--- config.mk ---
export PLATFORM = sky130hd
export DESIGN_NAME = internet_checksum_pseudo_header_core
export DESIGN_NICKNAME = d
export VERILOG_FILES = /design/src/sv/icph_pkg.sv /design/src/sv/internet_checksum_pseudo_header_core.sv
export SDC_FILE = /design/constraint.sdc
export NUM_CORES = 1
export LEC_CHECK = 0
export BUFFER_PORTS_ARGS = -buffer_cell sky130_fd_sc_hd__buf_2
export CAP_MARGIN = 20
export CORE_MARGIN = 2
export CORE_UTILIZATION = 44
export CTS_CLUSTER_SIZE = 30
export DETAILED_ROUTE_END_ITERATION = 6
export PLACE_DENSITY = 0.67
export SLEW_MARGIN = 10
export SYNTH_ARGS = -nofsm -noshare
export SYNTH_HDL_FRONTEND = slang
export SYNTH_SLANG_ARGS = --single-unit
--- constraint.sdc ---
create_clock -name clk -period 21.6 [get_ports clk]
set_input_delay 1.08 -clock clk [delete_from_list [all_inputs] [get_ports clk]]
set_output_delay 1.08 -clock clk [all_outputs]
set_load 0.01 [all_outputs]
--- src/sv/icph_pkg.sv ---
`timescale 1ns / 1ps
// ----------------------------------------------------------------------------
// icph_pkg
// shared constants, codes and the end-around-carry adder for the
// pseudo-header checksum core
// ----------------------------------------------------------------------------
package icph_pkg;

    localparam int COUNT_BITS = 16;
    localparam logic [COUNT_BITS-1:0] COUNT_MAX = {COUNT_BITS{1'b1}};
    localparam logic [COUNT_BITS-1:0] ADDR_BYTES = COUNT_BITS'(8);

    localparam logic [15:0] PROTO_UDP = 16'd17;
    localparam logic [15:0] PROTO_TCP = 16'd6;
    localparam logic [15:0] WORD_MASK = 16'hFFFF;

    localparam logic [1:0] MODE_PLAIN = 2'd0;
    localparam logic [1:0] MODE_UDP   = 2'd1;
    localparam logic [1:0] MODE_TCP   = 2'd2;

    typedef logic [COUNT_BITS-1:0] count_t;

    // ones' complement add with end-around carry
    function automatic logic [15:0] oc_add(input logic [15:0] acc, input logic [15:0] word);
        logic [16:0] s;
        logic [16:0] f;
        s = {1'b0, acc} + {1'b0, word};
        f = {1'b0, s[15:0]} + {16'd0, s[16]};
        return f[15:0];
    endfunction

endpackage

--- src/sv/internet_checksum_pseudo_header_core.sv ---
`timescale 1ns / 1ps
// ----------------------------------------------------------------------------
// internet_checksum_pseudo_header_core
// streaming ones' complement checksum over a byte region with optional
// udp/tcp pseudo-header length and protocol terms
// ----------------------------------------------------------------------------
// channel   dir  tdata                  tuser                    tlast
// s_axis    in   [7:0] data_byte        [0] first_byte,          last_byte
//                                       [2:1] mode
// m_axis    out  [15:0] checksum_value  [0] short_region         -
//
// one byte word per cycle unless a stalled result holds input back; after its
// last byte is accepted, a result passes the input and then the result register
// the per-byte update is one end-around add between the input register and
// the running state; the result step adds up to two more for the pseudo-header
// rst_n clears the pipeline valids and the running state
// a stalled result only holds back input once a second last byte is waiting
// ----------------------------------------------------------------------------
module internet_checksum_pseudo_header_core
(
    input  logic        clk,
    input  logic        rst_n,
    input  logic        s_axis_tvalid,
    output logic        s_axis_tready,
    input  logic [7:0]  s_axis_tdata,   // [7:0] data_byte
    input  logic        s_axis_tlast,
    input  logic [2:0]  s_axis_tuser,   // [0] first_byte, [2:1] mode
    output logic        m_axis_tvalid,
    input  logic        m_axis_tready,
    output logic [15:0] m_axis_tdata,   // [15:0] checksum_value
    output logic        m_axis_tuser    // [0] short_region
);

    // input register
    logic        in_valid_reg;
    logic [7:0]  data_reg;
    logic        first_reg;
    logic        last_reg;
    logic [1:0]  mode_reg;

    // running state
    logic [15:0]           sum_reg;
    logic [15:0]           sum_next;
    logic [7:0]            held_reg;
    logic [7:0]            held_next;
    logic                  phase_reg;
    logic                  phase_next;
    icph_pkg::count_t      count_reg;
    icph_pkg::count_t      count_next;
    logic [1:0]            hmode_reg;
    logic [1:0]            hmode_next;

    // result register
    logic        out_valid_reg;
    logic [15:0] checksum_reg;
    logic [15:0] checksum_next;
    logic        short_reg;
    logic        short_next;

    logic advance;
    logic in_accept;

    logic [15:0]      sum_base;
    logic             phase_base;
    icph_pkg::count_t cnt_base;
    icph_pkg::count_t cnt;
    logic [15:0]      sum_data;
    logic [15:0]      proto_word;
    logic [15:0]      len_word;
    logic [15:0]      sum_final;
    logic             pseudo;

    assign advance       = in_valid_reg && (!last_reg || !out_valid_reg || m_axis_tready);
    assign s_axis_tready = !in_valid_reg || advance;
    assign in_accept     = s_axis_tvalid && s_axis_tready;

    always_comb
    begin
        sum_base   = first_reg ? 16'd0 : sum_reg;
        phase_base = first_reg ? 1'b0 : phase_reg;
        cnt_base   = first_reg ? '0 : count_reg;
        hmode_next = first_reg ? mode_reg : hmode_reg;

        cnt = (cnt_base == icph_pkg::COUNT_MAX) ? cnt_base : cnt_base + 1'b1;

        held_next = held_reg;
        if (phase_base)
        begin
            sum_data   = icph_pkg::oc_add(sum_base, {held_reg, data_reg});
            phase_next = 1'b0;
        end
        else
        begin
            // pad an odd final byte with a zero low byte
            sum_data   = last_reg ? icph_pkg::oc_add(sum_base, {data_reg, 8'h00}) : sum_base;
            held_next  = data_reg;
            phase_next = 1'b1;
        end

        pseudo     = (hmode_next == icph_pkg::MODE_UDP) || (hmode_next == icph_pkg::MODE_TCP);
        proto_word = (hmode_next == icph_pkg::MODE_UDP) ? icph_pkg::PROTO_UDP
                                                        : icph_pkg::PROTO_TCP;
        len_word   = 16'(cnt) - 16'(icph_pkg::ADDR_BYTES);
        sum_final  = pseudo ? icph_pkg::oc_add(icph_pkg::oc_add(sum_data, proto_word), len_word)
                            : sum_data;

        checksum_next = sum_final ^ icph_pkg::WORD_MASK;
        short_next    = pseudo && (cnt < icph_pkg::ADDR_BYTES);

        sum_next   = sum_data;
        count_next = cnt;
    end

    always_ff @(posedge clk or negedge rst_n)
    begin
        if (!rst_n)
        begin
            in_valid_reg <= 1'b0;
        end
        else if (in_accept)
        begin
            in_valid_reg <= 1'b1;
        end
        else if (advance)
        begin
            in_valid_reg <= 1'b0;
        end
    end

    always_ff @(posedge clk)
    begin
        if (in_accept)
        begin
            data_reg  <= s_axis_tdata;
            first_reg <= s_axis_tuser[0];
            last_reg  <= s_axis_tlast;
            mode_reg  <= s_axis_tuser[2:1];
        end
    end

    always_ff @(posedge clk or negedge rst_n)
    begin
        if (!rst_n)
        begin
            sum_reg   <= '0;
            held_reg  <= '0;
            phase_reg <= 1'b0;
            count_reg <= '0;
            hmode_reg <= icph_pkg::MODE_PLAIN;
        end
        else if (advance)
        begin
            hmode_reg <= hmode_next;
            if (last_reg)
            begin
                sum_reg   <= '0;
                held_reg  <= '0;
                phase_reg <= 1'b0;
                count_reg <= '0;
            end
            else
            begin
                sum_reg   <= sum_next;
                held_reg  <= held_next;
                phase_reg <= phase_next;
                count_reg <= count_next;
            end
        end
    end

    always_ff @(posedge clk or negedge rst_n)
    begin
        if (!rst_n)
        begin
            out_valid_reg <= 1'b0;
        end
        else if (advance && last_reg)
        begin
            out_valid_reg <= 1'b1;
        end
        else if (m_axis_tready)
        begin
            out_valid_reg <= 1'b0;
        end
    end

    always_ff @(posedge clk)
    begin
        if (advance && last_reg)
        begin
            checksum_reg <= checksum_next;
            short_reg    <= short_next;
        end
    end

    assign m_axis_tvalid = out_valid_reg;
    assign m_axis_tdata  = checksum_reg;
    assign m_axis_tuser  = short_reg;

endmodule

==> results.json, run 1 <==
{
  "timing.fmax_mhz": 88.0,
  "drc": 0,
  "clock_root_buffer_master": "clkbuf_16",
  "ff2ff_setup_slack_ns": 10.24,
  "grt_first_pass_wirelength_um": 31900,
  "number_of_cell_instances_on_the_worst_register_to_register_path": 54,
  "grt_pass1_vias": 5939,
  "post_synth_top_flop": "dfrtp_1",
  "worstSetupPathType": "flip-flop to flip-flop",
  "power.switching_mw": 0.263,
  "worst-slew-pin-transition_ns": 1.08,
  "timing.final.crit_share_pct": 52.6,
  "post_dr_wirelength_cell_um": 18.1,
  "setup_viols_final": 0,
  "worst-endpoint-arrival_ns": 11.42,
  "cell_area_after_layout_sq_um": 7950,
  "cts.path.max_buffers": 2,
  "num_cts_buffers": 9,
  "via_count": 6484,
  "seq_power_share_pct": 28.7,
  "area_enclosed_by_the_die_boundary_sq_um": 17700,
  "share_comb_of_total_power_pct": 48.6,
  "postSynthAreaPerCell_sq_um": 8.54,
  "clk-insertion-delay-late_ns": 0.34,
  "post_cts_resize_count": 0,
  "max-slew-margin-rel_pct": 28.2,
  "synth_cells": 856,
  "synth_warnings": 0,
  "floorplan.rows": 47,
  "die_height_um": 133,
  "max_cap_viol_count": 0,
  "power.share.clock_pct": 22.7,
  "rr_startpoint": "first_reg$_DFFE_PP_",
  "post_detailed_placement_cell_area_sq_um": 7660,
  "core_region_sq_um": 16400,
  "crit_path_start": "first_reg$_DFFE_PP_",
  "total_leakage_power_nw": 3.20,
  "mappedNetlistNets": 930,
  "dr.first_iter.drc_count": 661,
  "cts_max_level": 3,
  "pin_count_of_the_biggest_net_entering_global_routing": 52,
  "crit_path_top_delay_cell": "fa_1",
  "clkTransAtPathRegs_ns": 0.06,
  "tritoncts_num_sinks": 74,
  "flow.area_growth_from_synthesis_pct": 8.80,
  "layout_setup_ws_ns": 10.24,
  "number_of_flops_mapped_to_enable_cells_by_yosys": 29,
  "totalNegativeSetupSlack_ns": 0,
  "unrepaired_setup_endpoints_after_global_routing": "false",
  "global_placer_s_final_weighted_congestion": 0.930,
  "sw_frac_of_total_pct": 42.0,
  "holdCritPathClass": "flip-flop to flip-flop",
  "hpwlAfterDp_um": 15100,
  "netlist_area_sq_um": 7310,
  "status": "finished clean",
  "sequential_fraction_of_the_synthesis_area_pct": 27.3,
  "report.power.total_mw": 0.627,
  "global_route.overflow_total": 0,
  "final_hold_viol_count": 0,
  "global_routing_usage_summed_across_all_routing_layers_pct": 22.8,
  "timing.critical_path.fanout_max": 42,
  "synthesized_flop_and_latch_total": 74,
  "hold_path_startpoint": "sum_reg[11]$_DFFE_PN0P_",
  "place_ws_ns": 10.47,
  "io_buffer_count": 34,
  "holdPathEnd": "sum_reg[11]$_DFFE_PN0P_",
  "critical_path.endpoint_type": "flip-flop",
  "finalWorstPathRequiredPeriod_ns": 11.36,
  "peak_supply_drop_v": 0.0000500,
  "die_w_um": 133,
  "antenna_cells": 0,
  "intPower_mw": 0.364,
  "critical-path-top-cell-by-count": "ha_1",
  "tritoncts": "yes",
  "antenna_found_initial": 0,
  "detail_route.first_pass.iterations": 5,
  "powerDensity_nw_per_um2": 78.8,
  "regToRegEndpoint": "m_axis_tdata[15]$_DFFE_PP_",
  "drive_above_1_share_pct": 9.67,
  "floorplan.initialDensity_pct": 44.6,
  "final_wl_um": 19900,
  "start_kind": "flip-flop",
  "report.final.slew_viol_count": 0,
  "finalNetCount": 948,
  "skew_ns": 0.00690,
  "post_synth_num_cell_types": 84,
  "hold_critical_path_depth": 2,
  "drt-vias-per-instance": 5.90,
  "cts_setup_buffers": 0,
  "design.portCount": 35,
  "cts_hold_repair.buffers": 0,
  "delay_contributed_by_the_slowest_stage_of_the_critical_path_ns": 0.49,
  "worst-endpoint-required_ns": 21.66,
  "route.antenna.remaining_nets": 0,
  "synth_async_sr_flop_share_pct": 60.8
}
-- how the worst max path moves through the flow --
stage                                  to  slack, ns  cells after the start
3_5_place_dp   m_axis_tdata[15]$_DFFE_PP_      10.47                     53
5_1_grt        m_axis_tdata[15]$_DFFE_PP_       9.14                     54
6_report       m_axis_tdata[15]$_DFFE_PP_      10.24                     54
3_3_place_gp   m_axis_tdata[15]$_DFFE_PP_      10.80                     51
4_1_cts        m_axis_tdata[15]$_DFFE_PP_      10.41                     54
2_1_floorplan  m_axis_tdata[15]$_DFFE_PP_      11.39                     53
-- final cells by class --
class                      instances  area (sq um)
multi-input combinational        718          5070
fill                            1567          8450
tap                              220           275
clock inverter                     6          41.3
clock buffer                      10           229
sequential                        74          2000
timing repair buffer              40           228
inverter                          31           116
-- stage by stage --
step,instances,hold WS (ns),util [%]
floorplan,856,0.442,-
global placement,1082,0.456,46.7
detailed placement,1082,0.468,46.7
CTS,1098,0.482,48.4
global route,1099,0.518,48.5
finish,1099,0.478,48.5
-- placed cells by master (no fill, tap or decap), drive strengths merged, types with 30 or more instances in the layout --
| cell | netlist | final |
|---|---|---|
| a21oi | 50 | 50 |
| buf | 9 | 40 |
| dfrtp | 45 | 45 |
| ha | 54 | 54 |
| inv | 29 | 30 |
| nand2 | 77 | 77 |
| nand3 | 35 | 35 |
| nor2 | 55 | 55 |
| o21ai | 56 | 56 |
| xnor2 | 72 | 72 |
| xor2 | 40 | 40 |
-- kinds of logic (layout without fill, tap and decap cells) --
| family | after synthesis | in the layout | synth area share, % |
|---|---|---|---|
| compound gates | 217 | 217 | 20.1 |
| xor+xnor | 112 | 112 | 13.5 |
| fa+ha+maj | 59 | 59 | 10.5 |
| buf+inv | 64 | 87 | 3.44 |
| flops | 74 | 74 | 27.3 |
| mux | 13 | 13 | 1.81 |
| simple gates | 317 | 317 | 23.3 |
-- power groups by stage --
| stage | Sequential [mW] | Combinational (mW) | Clock, mW |
|---|---|---|---|
| finish | 0.180 | 0.305 | 0.142 |
| global route | 0.182 | 0.333 | 0.150 |
| CTS | 0.180 | 0.300 | 0.144 |
| detailed placement | 0.182 | 0.298 | 0 |
| global placement | 0.182 | 0.298 | 0 |
| floorplan | 0.182 | 0.219 | 0 |
-- synthesized netlist by cell type, drive strengths merged, types with 24 or more instances --
library cell | n | area share (%)
nor2 | 55 | 2.8
nor2b | 29 | 2.6
xnor2 | 72 | 8.7
nand2 | 77 | 4.0
xor2 | 40 | 4.8
nand3 | 35 | 2.6
clkbuf | 24 | 1.2
edfxtp | 29 | 12
a21oi | 50 | 3.5
inv | 29 | 1.5
o21ai | 56 | 3.8
ha | 54 | 9.2
dfrtp | 45 | 15
-- worst max-delay path: cells and delay by family (launching register included) --
kind / cells / cell delay (ns)
flops: 1 / 0.35
mux: 1 / 0.09
simple gates: 22 / 4.42
fa+ha+maj: 8 / 2.03
compound gates: 17 / 3.30
xor+xnor: 3 / 0.44
buf+inv: 3 / 0.44
-- metal layers --
| metal | GRT usage, % | share of wire, % | vias to the layer above |
|---|---|---|---|
| met5 | 0 | 0 | - |
| met4 | 7.89 | 2.6 | 0 |
| met3 | 3.14 | 6.3 | 40 |
| met2 | 35.8 | 45 | 245 |
| met1 | 32.2 | 46 | 3041 |
| li1 | - | - | 3158 |
Note: power is estimated with default switching activity, not from simulation.
==> run 2, diff against run 1 <==
--- a/config.mk
+++ b/config.mk
@@ -11,7 +11,7 @@
 export CORE_UTILIZATION = 44
 export CTS_CLUSTER_SIZE = 30
 export DETAILED_ROUTE_END_ITERATION = 6
-export PLACE_DENSITY = 0.67
+export PLACE_DENSITY = 0.7
 export SLEW_MARGIN = 10
 export SYNTH_ARGS = -nofsm -noshare
 export SYNTH_HDL_FRONTEND = slang
==> constraint.sdc (replaced) <==
create_clock -name clk -period 10.39 [get_ports clk]
set_input_delay 0.5195 -clock clk [delete_from_list [all_inputs] [get_ports clk]]
set_output_delay 0.5195 -clock clk [all_outputs]
set_load 0.01 [all_outputs]
==> results.json, run 2 (synthesis results as in run 1) <==
{
  "num-fill-cells": 1496,
  "powerDensity_nw_per_um2": 161,
  "final_hold_viol_count": 0,
  "antenna_cells": 0,
  "clk-insertion-delay-late_ns": 0.36,
  "drc": 0,
  "fin_hold_ws_ns": 0.260,
  "post_dr_wirelength_cell_um": 17.8,
  "finalNetCount": 982,
  "worst-endpoint-arrival_ns": 9.96,
  "drt-vias-per-instance": 5.74,
  "drive_above_1_share_pct": 17.2,
  "top_library_cells_by_usage_in_the_layout_fill_and_taps_aside": "nand2_1, xnor2_1, nor2_1, o21ai_0, dfrtp_1",
  "delay_contributed_by_the_slowest_stage_of_the_critical_path_ns": 0.51,
  "post_detailed_placement_cell_area_sq_um": 7830,
  "tritoncts": "yes",
  "clkTransAtPathRegs_ns": 0.07,
  "cts_hold_repair.buffers": 0,
  "worst-slew-pin-transition_ns": 0.948,
  "place_ws_ns": 0.0419,
  "final_wl_um": 20200,
  "report.final.slew_viol_count": 0,
  "cts.path.max_buffers": 2,
  "global_routing_usage_summed_across_all_routing_layers_pct": 23.0,
  "cell_area_after_layout_sq_um": 8430,
  "clock_root_buffer_master": "clkbuf_16",
  "final_cells": 1133,
  "finalWorstPathRequiredPeriod_ns": 9.88,
  "pin_count_of_the_biggest_net_entering_global_routing": 52,
  "antenna_found_initial": 0,
  "finish.utilization_pct": 51.4,
  "die_w_um": 133,
  "timing.fmax_mhz": 101,
  "cts_max_level": 3,
  "hpwlAfterDp_um": 15000,
  "worst-endpoint-required_ns": 10.46,
  "global_route.overflow_total": 0,
  "totalNegativeSetupSlack_ns": 0,
  "area_enclosed_by_the_die_boundary_sq_um": 17700,
  "tritoncts_num_sinks": 74,
  "floorplan.initialDensity_pct": 44.6,
  "grt_pass1_vias": 6235,
  "floorplan.rows": 47,
  "place_inst": 1105,
  "skew_ns": 0.0106,
  "worstSetupPathType": "flip-flop to flip-flop",
  "report.power.total_mw": 1.35,
  "flow.area_growth_from_synthesis_pct": 15.3,
  "max-slew-margin-rel_pct": 36.8,
  "timing.critical_path.fanout_max": 6,
  "peak_supply_drop_v": 0.000125,
  "num_cts_buffers": 9,
  "setup_viols_final": 0,
  "timing.final.crit_share_pct": 95.1,
  "cp.buffers_inverters": 2,
  "start_kind": "flip-flop",
  "via_count": 6504,
  "grt_first_pass_wirelength_um": 32300,
  "global_placer_s_final_weighted_congestion": 0.976,
  "max_cap_viol_count": 0,
  "critical_path.endpoint_type": "flip-flop",
  "design.portCount": 35,
  "total_leakage_power_nw": 3.39,
  "ff2ff_setup_slack_ns": 0.51,
  "detail_route.first_pass.iterations": 5,
  "dr.first_iter.drc_count": 490,
  "holdCritPathClass": "input pin to async pin",
  "crit_family": "simple AND/OR/NAND/NOR gates",
  "crit_path_top_delay_cell": "edfxtp_1",
  "io_buffer_count": 34,
  "most_frequent_standard_cell_in_the_layout_excluding_fill_and_tap_cells": "nand2_1",
  "status": "finished clean",
  "core_region_sq_um": 16400,
  "die_height_um": 133,
  "route.antenna.remaining_nets": 0,
  "layout_setup_ws_ns": 0.505
}
-- run 2: cell count changes in the layout (fill, tap and decap cells not counted), sizes merged --
cell / previous run / this run
buf: 40 / 74
clkbuf: 10 / 11
clkinvlp: 3 / 2
-- run 2: power by group --
part / switching, mW / internal [mW]
Combinational: 0.383 / 0.272
Clock: 0.134 / 0.190
Sequential: 0.0241 / 0.351
-- run 2: final timing paths --
kind / start / to / cells after the start
setup / recovery: first_reg$_DFFE_PP_ / m_axis_tdata[15]$_DFFE_PP_ / 53
hold / removal: rst_n / sum_reg[15]$_DFFE_PN0P_ / 2
setup reg to reg: first_reg$_DFFE_PP_ / m_axis_tdata[15]$_DFFE_PP_ / 53
hold reg to reg: hmode_reg[1]$_DFFE_PN0P_ / hmode_reg[1]$_DFFE_PN0P_ / 2
max in group asynchronous: rst_n / sum_reg[7]$_DFFE_PN0P_ / 2
min in group clk: s_axis_tuser[1] / mode_reg[0]$_DFFE_PP_ / 1
-- run 2: layout make-up --
class	instances	area, sq um	share of cell area (%)
well taps	220	275	3.27
multi-input cells	718	5260	62.4
repair buffers	74	474	5.62
flip-flops and latches	74	2000	23.7
inverters	31	116	1.38
clock inverters	5	33.8	0.401
clock buffers	11	275	3.27
-- run 2: per-layer routing --
layer / vias up / global-route usage (%) / part of all wire, %
met3: 26 / 3.30 / 4.9
met4: 0 / 8.54 / 1.9
li1: 3216 / - / -
met1: 3054 / 32.4 / 47
met5: - / 0 / 0
met2: 208 / 35.9 / 46
-- run 2: worst reg2reg max path, delay by kind of cell (launching register included) --
family,cells,cell delay [ns]
xor+xnor,3,0.45
buf+inv,2,0.14
simple gates,23,3.98
flops,1,0.51
compound gates,16,2.52
fa+ha+maj,8,1.91
mux,1,0.08
-- run 2: what timing repair did --
item,in CTS,in global routing
endpoints found under the setup margin,1,7
pin swaps,0,24
buffers inserted,0,12
resized for setup,1,50
